--- src/hdl/pcst_pkg.sv ---
// Package for the Pearson chi-square table block.
// Holds the controller states, datapath operation codes, status struct and fixed widths.
// No dependencies.
package pcst_pkg;

    localparam int CFGW       = 3;
    localparam int CFG_IDXW   = 2;
    localparam int OUT_W      = 40;
    localparam int ACC_W      = 64;
    localparam int GUARD_BITS = 8;

    localparam logic [CFG_IDXW-1:0] REG_ROWS = CFG_IDXW'(0);
    localparam logic [CFG_IDXW-1:0] REG_COLS = CFG_IDXW'(1);

    localparam logic [CFGW-1:0] ROWS_RESET = CFGW'(2);
    localparam logic [CFGW-1:0] COLS_RESET = CFGW'(3);

    typedef enum logic [3:0] {
        S_LOAD,
        S_CHECK,
        S_READ,
        S_PROD,
        S_DIFF,
        S_MDD,
        S_MDD_RUN,
        S_MDEN,
        S_MDEN_RUN,
        S_DSTART,
        S_DRUN,
        S_ACC,
        S_FINISH,
        S_FIN_DEGEN
    } t_state;

    typedef enum logic [3:0] {
        OP_NONE,
        OP_CFG,
        OP_LOAD,
        OP_READ,
        OP_PROD,
        OP_DIFF,
        OP_MSTART_DD,
        OP_MSTART_DEN,
        OP_MSTEP,
        OP_DSTART,
        OP_DSTEP,
        OP_ACC,
        OP_RESULT,
        OP_RESULT_DEGEN
    } t_dp_op;

    typedef struct packed {
        logic last_cell;
        logic degen;
        logic last_k;
        logic step_last;
    } t_dp_status;

endpackage

--- src/hdl/pcst_ctrl.sv ---
// Controller state machine for the Pearson chi-square table block.
// Sequences loading, per-cell arithmetic and result hand-off; depends on pcst_pkg.
module pcst_ctrl (
    input  logic                i_clk,
    input  logic                i_rst_n,
    input  logic                i_cell_valid,
    output logic                o_cell_stall,
    input  logic                i_cfg_valid,
    output logic                o_cfg_ready,
    output logic                o_res_valid,
    input  logic                i_res_stall,
    input  pcst_pkg::t_dp_status i_status,
    output pcst_pkg::t_dp_op    o_op
);
    import pcst_pkg::*;

    t_state r_state, n_state;
    logic   r_res_valid, n_res_valid;
    logic   emit_ok;

    always_ff @(posedge i_clk) begin
        if (!i_rst_n) begin
            r_state     <= S_LOAD;
            r_res_valid <= 1'b0;
        end else begin
            r_state     <= n_state;
            r_res_valid <= n_res_valid;
        end
    end

    assign emit_ok = !r_res_valid || !i_res_stall;

    always_comb begin
        n_state      = r_state;
        n_res_valid  = r_res_valid && i_res_stall;
        o_op         = OP_NONE;
        o_cell_stall = 1'b1;
        o_cfg_ready  = 1'b0;
        case (r_state)
            S_LOAD: begin
                o_cfg_ready  = 1'b1;
                o_cell_stall = i_cfg_valid;
                if (i_cfg_valid) begin
                    o_op = OP_CFG;
                end else if (i_cell_valid) begin
                    o_op = OP_LOAD;
                    if (i_status.last_cell) n_state = S_CHECK;
                end
            end
            S_CHECK: begin
                n_state = i_status.degen ? S_FIN_DEGEN : S_READ;
            end
            S_READ: begin
                o_op    = OP_READ;
                n_state = S_PROD;
            end
            S_PROD: begin
                o_op    = OP_PROD;
                n_state = S_DIFF;
            end
            S_DIFF: begin
                o_op    = OP_DIFF;
                n_state = S_MDD;
            end
            S_MDD: begin
                o_op    = OP_MSTART_DD;
                n_state = S_MDD_RUN;
            end
            S_MDD_RUN: begin
                o_op = OP_MSTEP;
                if (i_status.step_last) n_state = S_MDEN;
            end
            S_MDEN: begin
                o_op    = OP_MSTART_DEN;
                n_state = S_MDEN_RUN;
            end
            S_MDEN_RUN: begin
                o_op = OP_MSTEP;
                if (i_status.step_last) n_state = S_DSTART;
            end
            S_DSTART: begin
                o_op    = OP_DSTART;
                n_state = S_DRUN;
            end
            S_DRUN: begin
                o_op = OP_DSTEP;
                if (i_status.step_last) n_state = S_ACC;
            end
            S_ACC: begin
                o_op    = OP_ACC;
                n_state = i_status.last_k ? S_FINISH : S_READ;
            end
            S_FINISH: begin
                if (emit_ok) begin
                    o_op        = OP_RESULT;
                    n_res_valid = 1'b1;
                    n_state     = S_LOAD;
                end
            end
            S_FIN_DEGEN: begin
                if (emit_ok) begin
                    o_op        = OP_RESULT_DEGEN;
                    n_res_valid = 1'b1;
                    n_state     = S_LOAD;
                end
            end
            default: begin
                n_state = S_LOAD;
            end
        endcase
    end

    assign o_res_valid = r_res_valid;

endmodule

--- src/hdl/pcst_dp.sv ---
// Datapath for the Pearson chi-square table block: cell memory, sums,
// shared serial multiplier, restoring divider, accumulator and result register.
// Depends on pcst_pkg.
module pcst_dp #(
    parameter int MAX_ROWS   = 4,
    parameter int MAX_COLS   = 4,
    parameter int COUNT_BITS = 16,
    parameter int FRAC_BITS  = 16
) (
    input  logic                           i_clk,
    input  logic                           i_rst_n,
    input  pcst_pkg::t_dp_op               i_op,
    input  logic [COUNT_BITS-1:0]          i_cell_count,
    input  logic [pcst_pkg::CFG_IDXW-1:0]  i_cfg_index,
    input  logic [pcst_pkg::CFGW-1:0]      i_cfg_data,
    output pcst_pkg::t_dp_status           o_status,
    output logic [pcst_pkg::OUT_W-1:0]     o_chi_square,
    output logic                           o_degenerate
);
    import pcst_pkg::*;

    localparam int RIW   = (MAX_ROWS > 1) ? $clog2(MAX_ROWS) : 1;
    localparam int CIW   = (MAX_COLS > 1) ? $clog2(MAX_COLS) : 1;
    localparam int CELLS = MAX_ROWS * MAX_COLS;
    localparam int IDXW  = $clog2(CELLS);
    localparam int CW    = COUNT_BITS;
    localparam int RSW   = CW + CIW;
    localparam int CSW   = CW + RIW;
    localparam int NW    = CW + IDXW;
    localparam int AW    = NW + CW;
    localparam int BW    = RSW + CSW;
    localparam int DW    = (AW > BW) ? AW : BW;
    localparam int PW    = 2 * DW;
    localparam int DENW  = NW + BW;
    localparam int SHW   = FRAC_BITS + GUARD_BITS;
    localparam int NUMW  = PW + SHW;
    localparam int CNTW  = $clog2(NUMW);
    localparam int QW    = (NUMW > ACC_W) ? NUMW : ACC_W;
    localparam int RW    = (RIW > CFGW) ? RIW : CFGW;
    localparam int CCW   = (CIW > CFGW) ? CIW : CFGW;
    localparam int RESW  = ACC_W - GUARD_BITS;

    localparam logic [ACC_W-1:0] ACC_MAX = '1;
    localparam logic [ACC_W-1:0] HALF    = ACC_W'(1) << (GUARD_BITS - 1);
    localparam logic [RESW-1:0]  OUT_MAX = RESW'({OUT_W{1'b1}});

    logic [CW-1:0]   mem [CELLS];

    logic [CFGW-1:0] r_rows, r_cols;
    logic [RSW-1:0]  r_row_sum [MAX_ROWS];
    logic [CSW-1:0]  r_col_sum [MAX_COLS];
    logic [NW-1:0]   r_total;
    logic [RIW-1:0]  r_lr, r_kr;
    logic [CIW-1:0]  r_lc, r_kc;
    logic [IDXW-1:0] r_widx, r_k;
    logic [ACC_W-1:0] r_acc;

    logic [CW-1:0]   r_rd;
    logic [RSW-1:0]  r_rsel;
    logic [CSW-1:0]  r_csel;
    logic [AW-1:0]   r_a;
    logic [BW-1:0]   r_b;
    logic [DW-1:0]   r_d;
    logic [PW-1:0]   r_mcand, r_prod;
    logic [DW-1:0]   r_mplier;
    logic [NUMW-1:0] r_num;
    logic [DENW-1:0] r_den;
    logic [DENW-1:0] r_rem;
    logic [CNTW-1:0] r_cnt;
    logic [OUT_W-1:0] r_chi;
    logic            r_degen;

    logic [CFGW-1:0] nr_m1, nc_m1;
    logic            lr_last, lc_last, kr_last, kc_last;
    logic            any_zero;
    logic            clear;
    logic [DENW:0]   rem_sh;
    logic            q_bit;
    logic [QW-1:0]   q_ext;
    logic [ACC_W-1:0] q_sat;
    logic [ACC_W:0]  acc_sum;
    logic [ACC_W:0]  acc_rnd;
    logic [RESW-1:0] res;

    always_comb begin
        if (r_rows < CFGW'(2))             nr_m1 = CFGW'(1);
        else if (32'(r_rows) > MAX_ROWS)   nr_m1 = CFGW'(MAX_ROWS - 1);
        else                               nr_m1 = r_rows - CFGW'(1);
        if (r_cols < CFGW'(2))             nc_m1 = CFGW'(1);
        else if (32'(r_cols) > MAX_COLS)   nc_m1 = CFGW'(MAX_COLS - 1);
        else                               nc_m1 = r_cols - CFGW'(1);
    end

    assign lr_last = RW'(r_lr) == RW'(nr_m1);
    assign lc_last = CCW'(r_lc) == CCW'(nc_m1);
    assign kr_last = RW'(r_kr) == RW'(nr_m1);
    assign kc_last = CCW'(r_kc) == CCW'(nc_m1);

    always_comb begin
        any_zero = (r_total == '0);
        for (int i = 0; i < MAX_ROWS; i++) begin
            if (i <= 32'(nr_m1) && r_row_sum[i] == '0) any_zero = 1'b1;
        end
        for (int j = 0; j < MAX_COLS; j++) begin
            if (j <= 32'(nc_m1) && r_col_sum[j] == '0) any_zero = 1'b1;
        end
    end

    assign o_status.last_cell = lr_last && lc_last;
    assign o_status.degen     = any_zero;
    assign o_status.last_k    = kr_last && kc_last;
    assign o_status.step_last = (r_cnt == '0);

    assign clear = (i_op == OP_RESULT) || (i_op == OP_RESULT_DEGEN) ||
                   ((i_op == OP_CFG) && ((i_cfg_index == REG_ROWS) ||
                                         (i_cfg_index == REG_COLS)));

    assign rem_sh  = {r_rem, r_num[NUMW-1]};
    assign q_bit   = rem_sh >= {1'b0, r_den};
    assign q_ext   = QW'(r_num);
    assign q_sat   = ((q_ext >> ACC_W) != '0) ? ACC_MAX : ACC_W'(q_ext);
    assign acc_sum = {1'b0, r_acc} + {1'b0, q_sat};
    assign acc_rnd = {1'b0, r_acc} + {1'b0, HALF};

    always_comb begin
        if (r_acc > (ACC_MAX - HALF)) res = RESW'(ACC_MAX >> GUARD_BITS);
        else                          res = acc_rnd[ACC_W-1:GUARD_BITS];
    end

    // control state and table sums
    always_ff @(posedge i_clk) begin
        if (!i_rst_n) begin
            r_rows  <= ROWS_RESET;
            r_cols  <= COLS_RESET;
            r_total <= '0;
            r_lr    <= '0;
            r_lc    <= '0;
            r_widx  <= '0;
            r_kr    <= '0;
            r_kc    <= '0;
            r_k     <= '0;
            r_acc   <= '0;
            for (int i = 0; i < MAX_ROWS; i++) r_row_sum[i] <= '0;
            for (int j = 0; j < MAX_COLS; j++) r_col_sum[j] <= '0;
        end else if (clear) begin
            if (i_op == OP_CFG && i_cfg_index == REG_ROWS) r_rows <= i_cfg_data;
            if (i_op == OP_CFG && i_cfg_index == REG_COLS) r_cols <= i_cfg_data;
            r_total <= '0;
            r_lr    <= '0;
            r_lc    <= '0;
            r_widx  <= '0;
            r_kr    <= '0;
            r_kc    <= '0;
            r_k     <= '0;
            r_acc   <= '0;
            for (int i = 0; i < MAX_ROWS; i++) r_row_sum[i] <= '0;
            for (int j = 0; j < MAX_COLS; j++) r_col_sum[j] <= '0;
        end else if (i_op == OP_LOAD) begin
            r_row_sum[r_lr] <= r_row_sum[r_lr] + RSW'(i_cell_count);
            r_col_sum[r_lc] <= r_col_sum[r_lc] + CSW'(i_cell_count);
            r_total         <= r_total + NW'(i_cell_count);
            if (lc_last) begin
                r_lc <= '0;
                r_lr <= lr_last ? '0 : r_lr + RIW'(1);
            end else begin
                r_lc <= r_lc + CIW'(1);
            end
            r_widx <= (lr_last && lc_last) ? '0 : r_widx + IDXW'(1);
        end else if (i_op == OP_ACC) begin
            r_acc <= acc_sum[ACC_W] ? ACC_MAX : acc_sum[ACC_W-1:0];
            if (kc_last) begin
                r_kc <= '0;
                r_kr <= kr_last ? '0 : r_kr + RIW'(1);
            end else begin
                r_kc <= r_kc + CIW'(1);
            end
            r_k <= (kr_last && kc_last) ? '0 : r_k + IDXW'(1);
        end
    end

    // cell memory
    always_ff @(posedge i_clk) begin
        if (i_op == OP_LOAD) mem[r_widx] <= i_cell_count;
        if (i_op == OP_READ) r_rd <= mem[r_k];
    end

    // arithmetic
    always_ff @(posedge i_clk) begin
        if (!i_rst_n) begin
            r_cnt <= '0;
        end else begin
            case (i_op)
                OP_READ: begin
                    r_rsel <= r_row_sum[r_kr];
                    r_csel <= r_col_sum[r_kc];
                end
                OP_PROD: begin
                    r_a <= AW'(r_total) * AW'(r_rd);
                    r_b <= BW'(r_rsel) * BW'(r_csel);
                end
                OP_DIFF: begin
                    r_d <= (DW'(r_a) >= DW'(r_b)) ? DW'(r_a) - DW'(r_b)
                                                  : DW'(r_b) - DW'(r_a);
                end
                OP_MSTART_DD: begin
                    r_mcand  <= PW'(r_d);
                    r_mplier <= r_d;
                    r_prod   <= '0;
                    r_cnt    <= CNTW'(DW - 1);
                end
                OP_MSTART_DEN: begin
                    r_num    <= {r_prod, SHW'(0)};
                    r_mcand  <= PW'(r_b);
                    r_mplier <= DW'(r_total);
                    r_prod   <= '0;
                    r_cnt    <= CNTW'(DW - 1);
                end
                OP_MSTEP: begin
                    if (r_mplier[0]) r_prod <= r_prod + r_mcand;
                    r_mcand  <= r_mcand << 1;
                    r_mplier <= r_mplier >> 1;
                    r_cnt    <= r_cnt - CNTW'(1);
                end
                OP_DSTART: begin
                    r_den <= DENW'(r_prod);
                    r_rem <= '0;
                    r_cnt <= CNTW'(NUMW - 1);
                end
                OP_DSTEP: begin
                    r_rem <= q_bit ? DENW'(rem_sh - {1'b0, r_den}) : rem_sh[DENW-1:0];
                    r_num <= {r_num[NUMW-2:0], q_bit};
                    r_cnt <= r_cnt - CNTW'(1);
                end
                OP_RESULT: begin
                    r_chi   <= (res > OUT_MAX) ? OUT_MAX[OUT_W-1:0] : res[OUT_W-1:0];
                    r_degen <= 1'b0;
                end
                OP_RESULT_DEGEN: begin
                    r_chi   <= '0;
                    r_degen <= 1'b1;
                end
                default: begin
                end
            endcase
        end
    end

    assign o_chi_square = r_chi;
    assign o_degenerate = r_degen;

endmodule

--- src/hdl/pearson_chi_square_table.sv ---
// Pearson chi-square statistic of an R-by-C contingency table.
// Loading takes one cell per cycle while no register write is offered. After the last cell,
// unless the table is degenerate, the block computes each cell in turn with a serial multiplier
// and a one-bit-a-cycle divider. Input is held off during that phase; the result waits in an
// output register. Reset (synchronous, active low) clears sums, counters and result valid;
// no clearing pass.
module pearson_chi_square_table #(
    parameter int MAX_ROWS   = 4,
    parameter int MAX_COLS   = 4,
    parameter int COUNT_BITS = 16,
    parameter int FRAC_BITS  = 16
) (
    input  logic                           i_clk,
    input  logic                           i_rst_n,
    input  logic                           i_cell_valid,
    output logic                           o_cell_stall,
    input  logic [COUNT_BITS-1:0]          i_cell_count,
    output logic                           o_res_valid,
    input  logic                           i_res_stall,
    output logic [pcst_pkg::OUT_W-1:0]     o_chi_square,
    output logic                           o_degenerate,
    input  logic                           i_cfg_valid,
    output logic                           o_cfg_ready,
    input  logic [pcst_pkg::CFG_IDXW-1:0]  i_cfg_index,
    input  logic [pcst_pkg::CFGW-1:0]      i_cfg_data
);
    import pcst_pkg::*;

    t_dp_op     op;
    t_dp_status status;

    pcst_ctrl u_ctrl (
        .i_clk        (i_clk),
        .i_rst_n      (i_rst_n),
        .i_cell_valid (i_cell_valid),
        .o_cell_stall (o_cell_stall),
        .i_cfg_valid  (i_cfg_valid),
        .o_cfg_ready  (o_cfg_ready),
        .o_res_valid  (o_res_valid),
        .i_res_stall  (i_res_stall),
        .i_status     (status),
        .o_op         (op)
    );

    pcst_dp #(
        .MAX_ROWS   (MAX_ROWS),
        .MAX_COLS   (MAX_COLS),
        .COUNT_BITS (COUNT_BITS),
        .FRAC_BITS  (FRAC_BITS)
    ) u_dp (
        .i_clk        (i_clk),
        .i_rst_n      (i_rst_n),
        .i_op         (op),
        .i_cell_count (i_cell_count),
        .i_cfg_index  (i_cfg_index),
        .i_cfg_data   (i_cfg_data),
        .o_status     (status),
        .o_chi_square (o_chi_square),
        .o_degenerate (o_degenerate)
    );

endmodule

--- config.mk ---
export PLATFORM = sky130hd
export DESIGN_NAME = pearson_chi_square_table
export DESIGN_NICKNAME = d
export VERILOG_FILES = /design/src/hdl/pcst_pkg.sv /design/src/hdl/pcst_ctrl.sv /design/src/hdl/pcst_dp.sv /design/src/hdl/pearson_chi_square_table.sv
export SDC_FILE = /design/constraint.sdc
export NUM_CORES = 2
export LEC_CHECK = 0
export BUFFER_PORTS_ARGS = -buffer_cell sky130_fd_sc_hd__buf_2
export CORE_ASPECT_RATIO = 0.9
export CORE_MARGIN = 2
export CORE_UTILIZATION = 60
export DETAILED_ROUTE_END_ITERATION = 7
export GPL_TIMING_DRIVEN = 0
export PLACE_DENSITY = 0.86
export SETUP_SLACK_MARGIN = 0.1
export SYNTH_ARGS = -nofsm -noshare
export SYNTH_HDL_FRONTEND = slang
export SYNTH_SLANG_ARGS = --single-unit
--- constraint.sdc ---
create_clock -name i_clk -period 26.8 [get_ports i_clk]
set_input_delay 1.34 -clock i_clk [delete_from_list [all_inputs] [get_ports i_clk]]
set_output_delay 1.34 -clock i_clk [all_outputs]
set_load 0.01 [all_outputs]
Word-level counts from Yosys, hierarchy flattened
Memory sizes are Yosys's and may differ from the RTL's. A register that Yosys moved wholly into a read port is not among the register bits.
Cells that the tools add are included.
- add/subtract/negate cells: 18
- $mul: 2
- magnitude comparators: 14
- equal/unequal tests: 39
- muxes and demuxes: 79
- bitwise gates (word level): 10
- reductions and logical operators: 59
- operator list (kind ; number):
    case mux 72 bit (3 select lines) ; 1
    case mux 96 bit (2 select lines) ; 1
    2-to-1 mux 18 bit ; 10
    logical NOT 18 bit ; 8
    case mux 72 bit (2 select lines) ; 1
    2-to-1 mux 64 bit ; 2
    2-to-1 mux 56 bit ; 2
    case mux 56 bit (2 select lines) ; 1
    case mux 36 bit (3 select lines) ; 1
    nonzero test 96 bit ; 1
    case mux 40 bit (2 select lines) ; 1
    adder 72 bit ; 1
    2-to-1 mux 72 bit ; 1
    subtractor 36 bit ; 2
    adder 64 x 64 -> 65 bit ; 1
    adder 64 x 8 -> 64 bit, second input constant ; 1
    greater-than comparator 64 bit, second input constant ; 1
    >= comparator 57 x 56 -> 1 bit ; 1
    greater-than comparator 56 x 40 -> 1 bit, second input constant ; 1
    2-to-1 mux 4 bit ; 14
    subtractor 56 bit ; 1
    case mux 4 bit (13 select lines) ; 1
    equality test 4 bit, second input constant ; 12
    case mux 4 bit (12 select lines) ; 1
    43 further kinds ; 154
- flip-flop bits (word level): 655
- memory bits (writable): 400
- input bits: 26
- output and inout bits: 44
- logic and storage cells: 248
- memories kept: 3
- memories (memory ; words ; bits a word ; read ports ; clocked after Yosys merged registers in ; wr ports ; RTL line ; source):
    u_dp.mem ; 16 ; 16 ; 1 ; 1 ; 1 ; pcst_dp.sv:47 ; logic [CW-1:0] mem [CELLS];
    u_dp.r_col_sum ; 4 ; 18 ; 6 ; 2 ; 4 ; pcst_dp.sv:51 ; logic [CSW-1:0] r_col_sum [MAX_COLS];
    u_dp.r_row_sum ; 4 ; 18 ; 6 ; 2 ; 4 ; pcst_dp.sv:50 ; logic [RSW-1:0] r_row_sum [MAX_ROWS];

Longest topological paths before layout
- depth in word-level cells: 14
- gate-level depth with buffers: 28
- mapped depth without buffers: 26

By module
From an unflattened synthesis, not the netlist that was laid out.
- cells, all modules: 8009
- area total of the unflattened synthesis: 83032.1 µm²
- by module, submodules not included (module ; times used ; cells an instance ; area an instance (µm²) ; seq. area each (µm²)):
    pcst_dp ; 1 ; 7947 ; 82571.7 ; 32040.7
    pcst_ctrl ; 1 ; 62 ; 460.4 ; 100.1

Worst setup path after synthesis
No wires, ideal clock.
- kind: input-to-reg
- start point: input port i_rst_n
- end point: register u_dp.r_prod[0] (enable)
- setup time: 0.435 ns
- arrival time: 9.129 ns
- data required time: 26.365 ns
- slack: 17.236 ns
- cell stages on the path: 4
- path buffers: 1
- path through: clkbuf_1 clkinv_1 a21oi_1 o21a_1
- word-level cells in the longest chain between the ends: 1
- ends and longest elaborated chain (element ; RTL line ; source):
    start, declared ; pearson_chi_square_table.sv:14 ; input logic i_rst_n,
    AND reduction 3 bit (no line) ; - ;
    end signal, assigned ; pcst_dp.sv:219 ; if (r_mplier[0]) r_prod <= r_prod + r_mcand;
    end, declared ; pcst_dp.sv:64 ; logic [PW-1:0] r_mcand, r_prod;
Every way passes these cells.
A chain may end at the register's enable or synchronous reset.

Final worst setup path
- start point: register u_dp.r_total[8]
- end point: register u_dp.r_a[35], data pin
- word-level cells in the longest chain between the ends: 1
- ends and longest elaborated chain (element ; RTL line ; source):
    start, declared ; pcst_dp.sv:52 ; logic [NW-1:0] r_total;
    start signal, assigned ; pcst_dp.sv:161 ; r_total <= r_total + NW'(i_cell_count);
    multiplier 20 x 16 -> 36 bit ; pcst_dp.sv:198 ; r_a <= AW'(r_total) * AW'(r_rd);
    end signal, assigned ; pcst_dp.sv:198 ;
    end, declared ; pcst_dp.sv:61 ; logic [AW-1:0] r_a;
Every way passes these cells.

==> qor.txt <==
Status: finished with violations
Failing checks: DRC
Synth top area share: 36.1%
Tightest Pin Transition: 1.39 ns
Root Driver: clkbuf_16
Antenna-violating nets left: 0
Post-synthesis xor/xnor area fraction: 3.85%
Post-synthesis compound-gate area fraction: 12.0%
Final Cycle Share: 31.8%
Post-CTS sizing: 0
Pins Over Slew Limit: 0
Critical Path Sink Type: flop
Nets@finish: 9314
Die outline height: 355 µm
Crit path kind: reg2reg
Post-Route Utilization: 65.8%
Vias/cell: 6.31
Total number of vias: 64000
Initial core utilization: 60.6%
Core area: 0.136 mm²
Unrepaired setup endpoints after global routing: false
Cell mode on critical path: fa_1
Fraction of the mapped netlist area in simple logic gates: 14.3%
Most frequent cells in the layout: nand2_1 (1045), edfxtp_1 (989), inv_1 (829)
Final instance area: 0.0892 mm²
CTS Hold Bufs: 0
Avg Cell Area, Syn: 10.2 µm²
Worst vdd ir: 0.411 mV
Cell family with most CP delay: adder cells
EDFF count, synth: 989
Most common cell after layout, fill and taps aside: nand2_1
Total track usage: 33.2%
Count of cell types in the netlist: 91
Largest net degree at the start of global routing: 45
Clock latency on the worst-skew pair: 0.76 ns
Final Hold Viols: 0
P&R area growth vs syn: 8.57%
Slew headroom: 7.03%
Setup TNS: 0 ns
Final clock skew: 0.0467 ns
Drt first pass iters: 8
Leak: 0.0372 µW
Top cells by area, synth: edfxtp_1 (36%), fa_1 (13%), ha_1 (8.3%)
Post-Synth Adder-Cell Area: 20.9%
Clock buffer depth: 3
WL per Instance: 23.0 µm
Worst Path Buf+Inv: 5
Largest family of logic cells by synthesized area: adder cells
Initial antenna violation count: 5
Placed Area: 0.0854 mm²
Reg clk slew, reported paths: 0.07 ns
TritonCTS Buffers: 111
RePlAce Congestion: 0.996
Crit path cell chain: clkbuf_1 > clkbuf_1 > nand2_1 > fa_1 > fa_1 > fa_1 > fa_1 > inv_1 > fa_1 > inv_1 > fa_1 > inv_1 > ha_1 > a21oi_1 > nor3b_1 > a31oi_1 > a211oi_1 > a21oi_1 > a221o_1 > a41oi_1 > o21ai_0 > a21oi_1 > xnor2_1
Row count: 128
WP data required: 27.27 ns
Overflow after GRT: 0
Multiplexer share of the synthesized area: 4.26%
Maxcap violations: 0
Ys Warns: 0
Post-CTS setup buffer count: 0
Starting DRT DRC Count: 7432
Layout cells sized above 1: 6.27%
Net Count, Synth: 9104
Fmax: 0.117 GHz
PwrDens: 131 mW/mm²
CP Data Arrival Time: 9.00 ns
# setup viols final: 0
Max incr delay on CP: 0.81 ns
First-pass GRT wire length: 362 mm
Die Area: 0.140 mm²
Number of port buffers: 68
Hold Crit Class: reg2reg
Placement Setup Slack: 18.44 ns
Cell count after synthesis: 8017
PnR worst setup slack: 18.28 ns
Seq/Total Area, Yosys: 39.1%
Final WL: 234 mm
TritonCTS clock tree: built
CP max FO: 10
CP startpoint kind: flop
Hpwl dp: 175 mm
Async S/R FF share, synth: 0%
# IOs: 70
Vias in the first global route: 64300
Fin crit period: 8.52 ns
Seq cells post-synth: 1111
Die W: 394 µm
Synth area leader: edfxtp_1
Worst path slowest cell: clkbuf_1
H-tree Lvls: 3
DRC: 2
Sinks on Clock Net: 1111
Synth Cell Area: 0.0822 mm²
Synth Flop Type: edfxtp_1
cell usage after synthesis (63+ instances only):
| cell | count |
|---|---|
| mux2i_1 | 96 |
| a21oi_1 | 496 |
| nor3_1 | 63 |
| xnor2_1 | 208 |
| nand4_1 | 70 |
| and2_1 | 361 |
| mux4_2 | 104 |
| edfxtp_1 | 989 |
| o21ai_0 | 322 |
| clkbuf_1 | 349 |
| a22oi_1 | 71 |
| ha_1 | 547 |
| nand2_1 | 1045 |
| inv_1 | 829 |
| or3_1 | 81 |
| dfxtp_1 | 122 |
| nor2_1 | 478 |
| fa_1 | 514 |
| nand3_1 | 94 |
| xor2_1 | 153 |
| a21o_1 | 187 |
logic make-up (layout without fill, tap and decap cells):
family | Yosys count | in the layout
compound gates | 1551 | 1551
mux | 217 | 217
fa+ha+maj | 1061 | 1061
xor+xnor | 361 | 361
simple gates | 2497 | 2497
other cells | 0 | 1
buf+inv | 1219 | 1526
flops | 1111 | 1111
through the flow:
| step | cells | power, µW | hold WS, ns |
|---|---|---|---|
| 6_report | 10100 | 11700 | 0.496 |
| 3_3_place_gp | 9905 | 9690 | 0.463 |
| 4_1_cts | 10100 | 11600 | 0.498 |
| 2_1_floorplan | 8017 | 7350 | 0.441 |
| 5_1_grt | 10100 | 12400 | 0.524 |
| 3_5_place_dp | 9934 | 9840 | 0.465 |
flip-flops by register name, indices dropped and copies added, names as in the netlist, 16 cells and up, named ones only:
signal,count
u_dp.r_prod,72
u_dp.r_rd,16
u_dp.r_a,36
u_dp.q_ext,96
u_dp.r_mplier,36
u_dp.o_chi_square,40
u_dp.r_rsel,18
u_dp.r_den,56
u_dp.r_acc,64
u_dp.r_row_sum,72
u_dp.r_b,36
u_dp.mem,256
u_dp.r_total,20
u_dp.r_csel,18
u_dp.r_d,36
u_dp.r_col_sum,72
u_dp.r_rem,56
u_dp.r_mcand,72
area by class of cell:
| class | instances | area, µm² |
|---|---|---|
| well taps | 1820 | 2280 |
| diodes | 1 | 2.50 |
| fillers | 10000 | 46400 |
| multi-input cells | 5687 | 45500 |
| clock buffers | 137 | 2930 |
| repair buffers | 97 | 805 |
| flip-flops and latches | 1111 | 32100 |
| inverters | 832 | 3120 |
| clock inverters | 73 | 892 |
| plain buffers | 387 | 1500 |
final timing paths:
kind	start	to	slack (ns)	cells after the start
hold / removal	u_dp.q_ext[32]$_DFFE_PP_	u_dp.q_ext[33]$_DFFE_PP_	0.50	2
setup reg to reg	u_dp.r_total[8]$_SDFFE_PP0P_	u_dp.r_a[35]$_DFFE_PP_	18.28	23
hold reg to reg	u_dp.q_ext[32]$_DFFE_PP_	u_dp.q_ext[33]$_DFFE_PP_	0.50	2
setup / recovery	u_dp.r_total[8]$_SDFFE_PP0P_	u_dp.r_a[35]$_DFFE_PP_	18.28	23
layer usage:
layer / share of wire [%] / wire length (µm) / GRT usage (%)
met5: 0.017 / 40 / 0
met4: 5.8 / 13600 / 17.1
met3: 11 / 26100 / 7.36
met2: 45 / 106000 / 52.2
met1: 38 / 88300 / 43.6
worst register-to-register path, cell delays in order, from the launching register on:
cell	delay [ns]
dfxtp_1	0.33
clkbuf_1	0.81
clkbuf_1	0.64
nand2_1	0.17
fa_1	0.63
fa_1	0.47
fa_1	0.50
fa_1	0.50
inv_1	0.06
fa_1	0.54
inv_1	0.06
fa_1	0.52
inv_1	0.04
ha_1	0.34
a21oi_1	0.23
nor3b_1	0.30
a31oi_1	0.18
a211oi_1	0.43
a21oi_1	0.21
a221o_1	0.44
a41oi_1	0.39
o21ai_0	0.19
a21oi_1	0.22
xnor2_1	0.09
where the power goes:
part | switching (µW) | internal, µW
sequential | 226 | 2440
clock | 711 | 937
combinational | 4750 | 2640
Power figures use the tool's default switching activity.
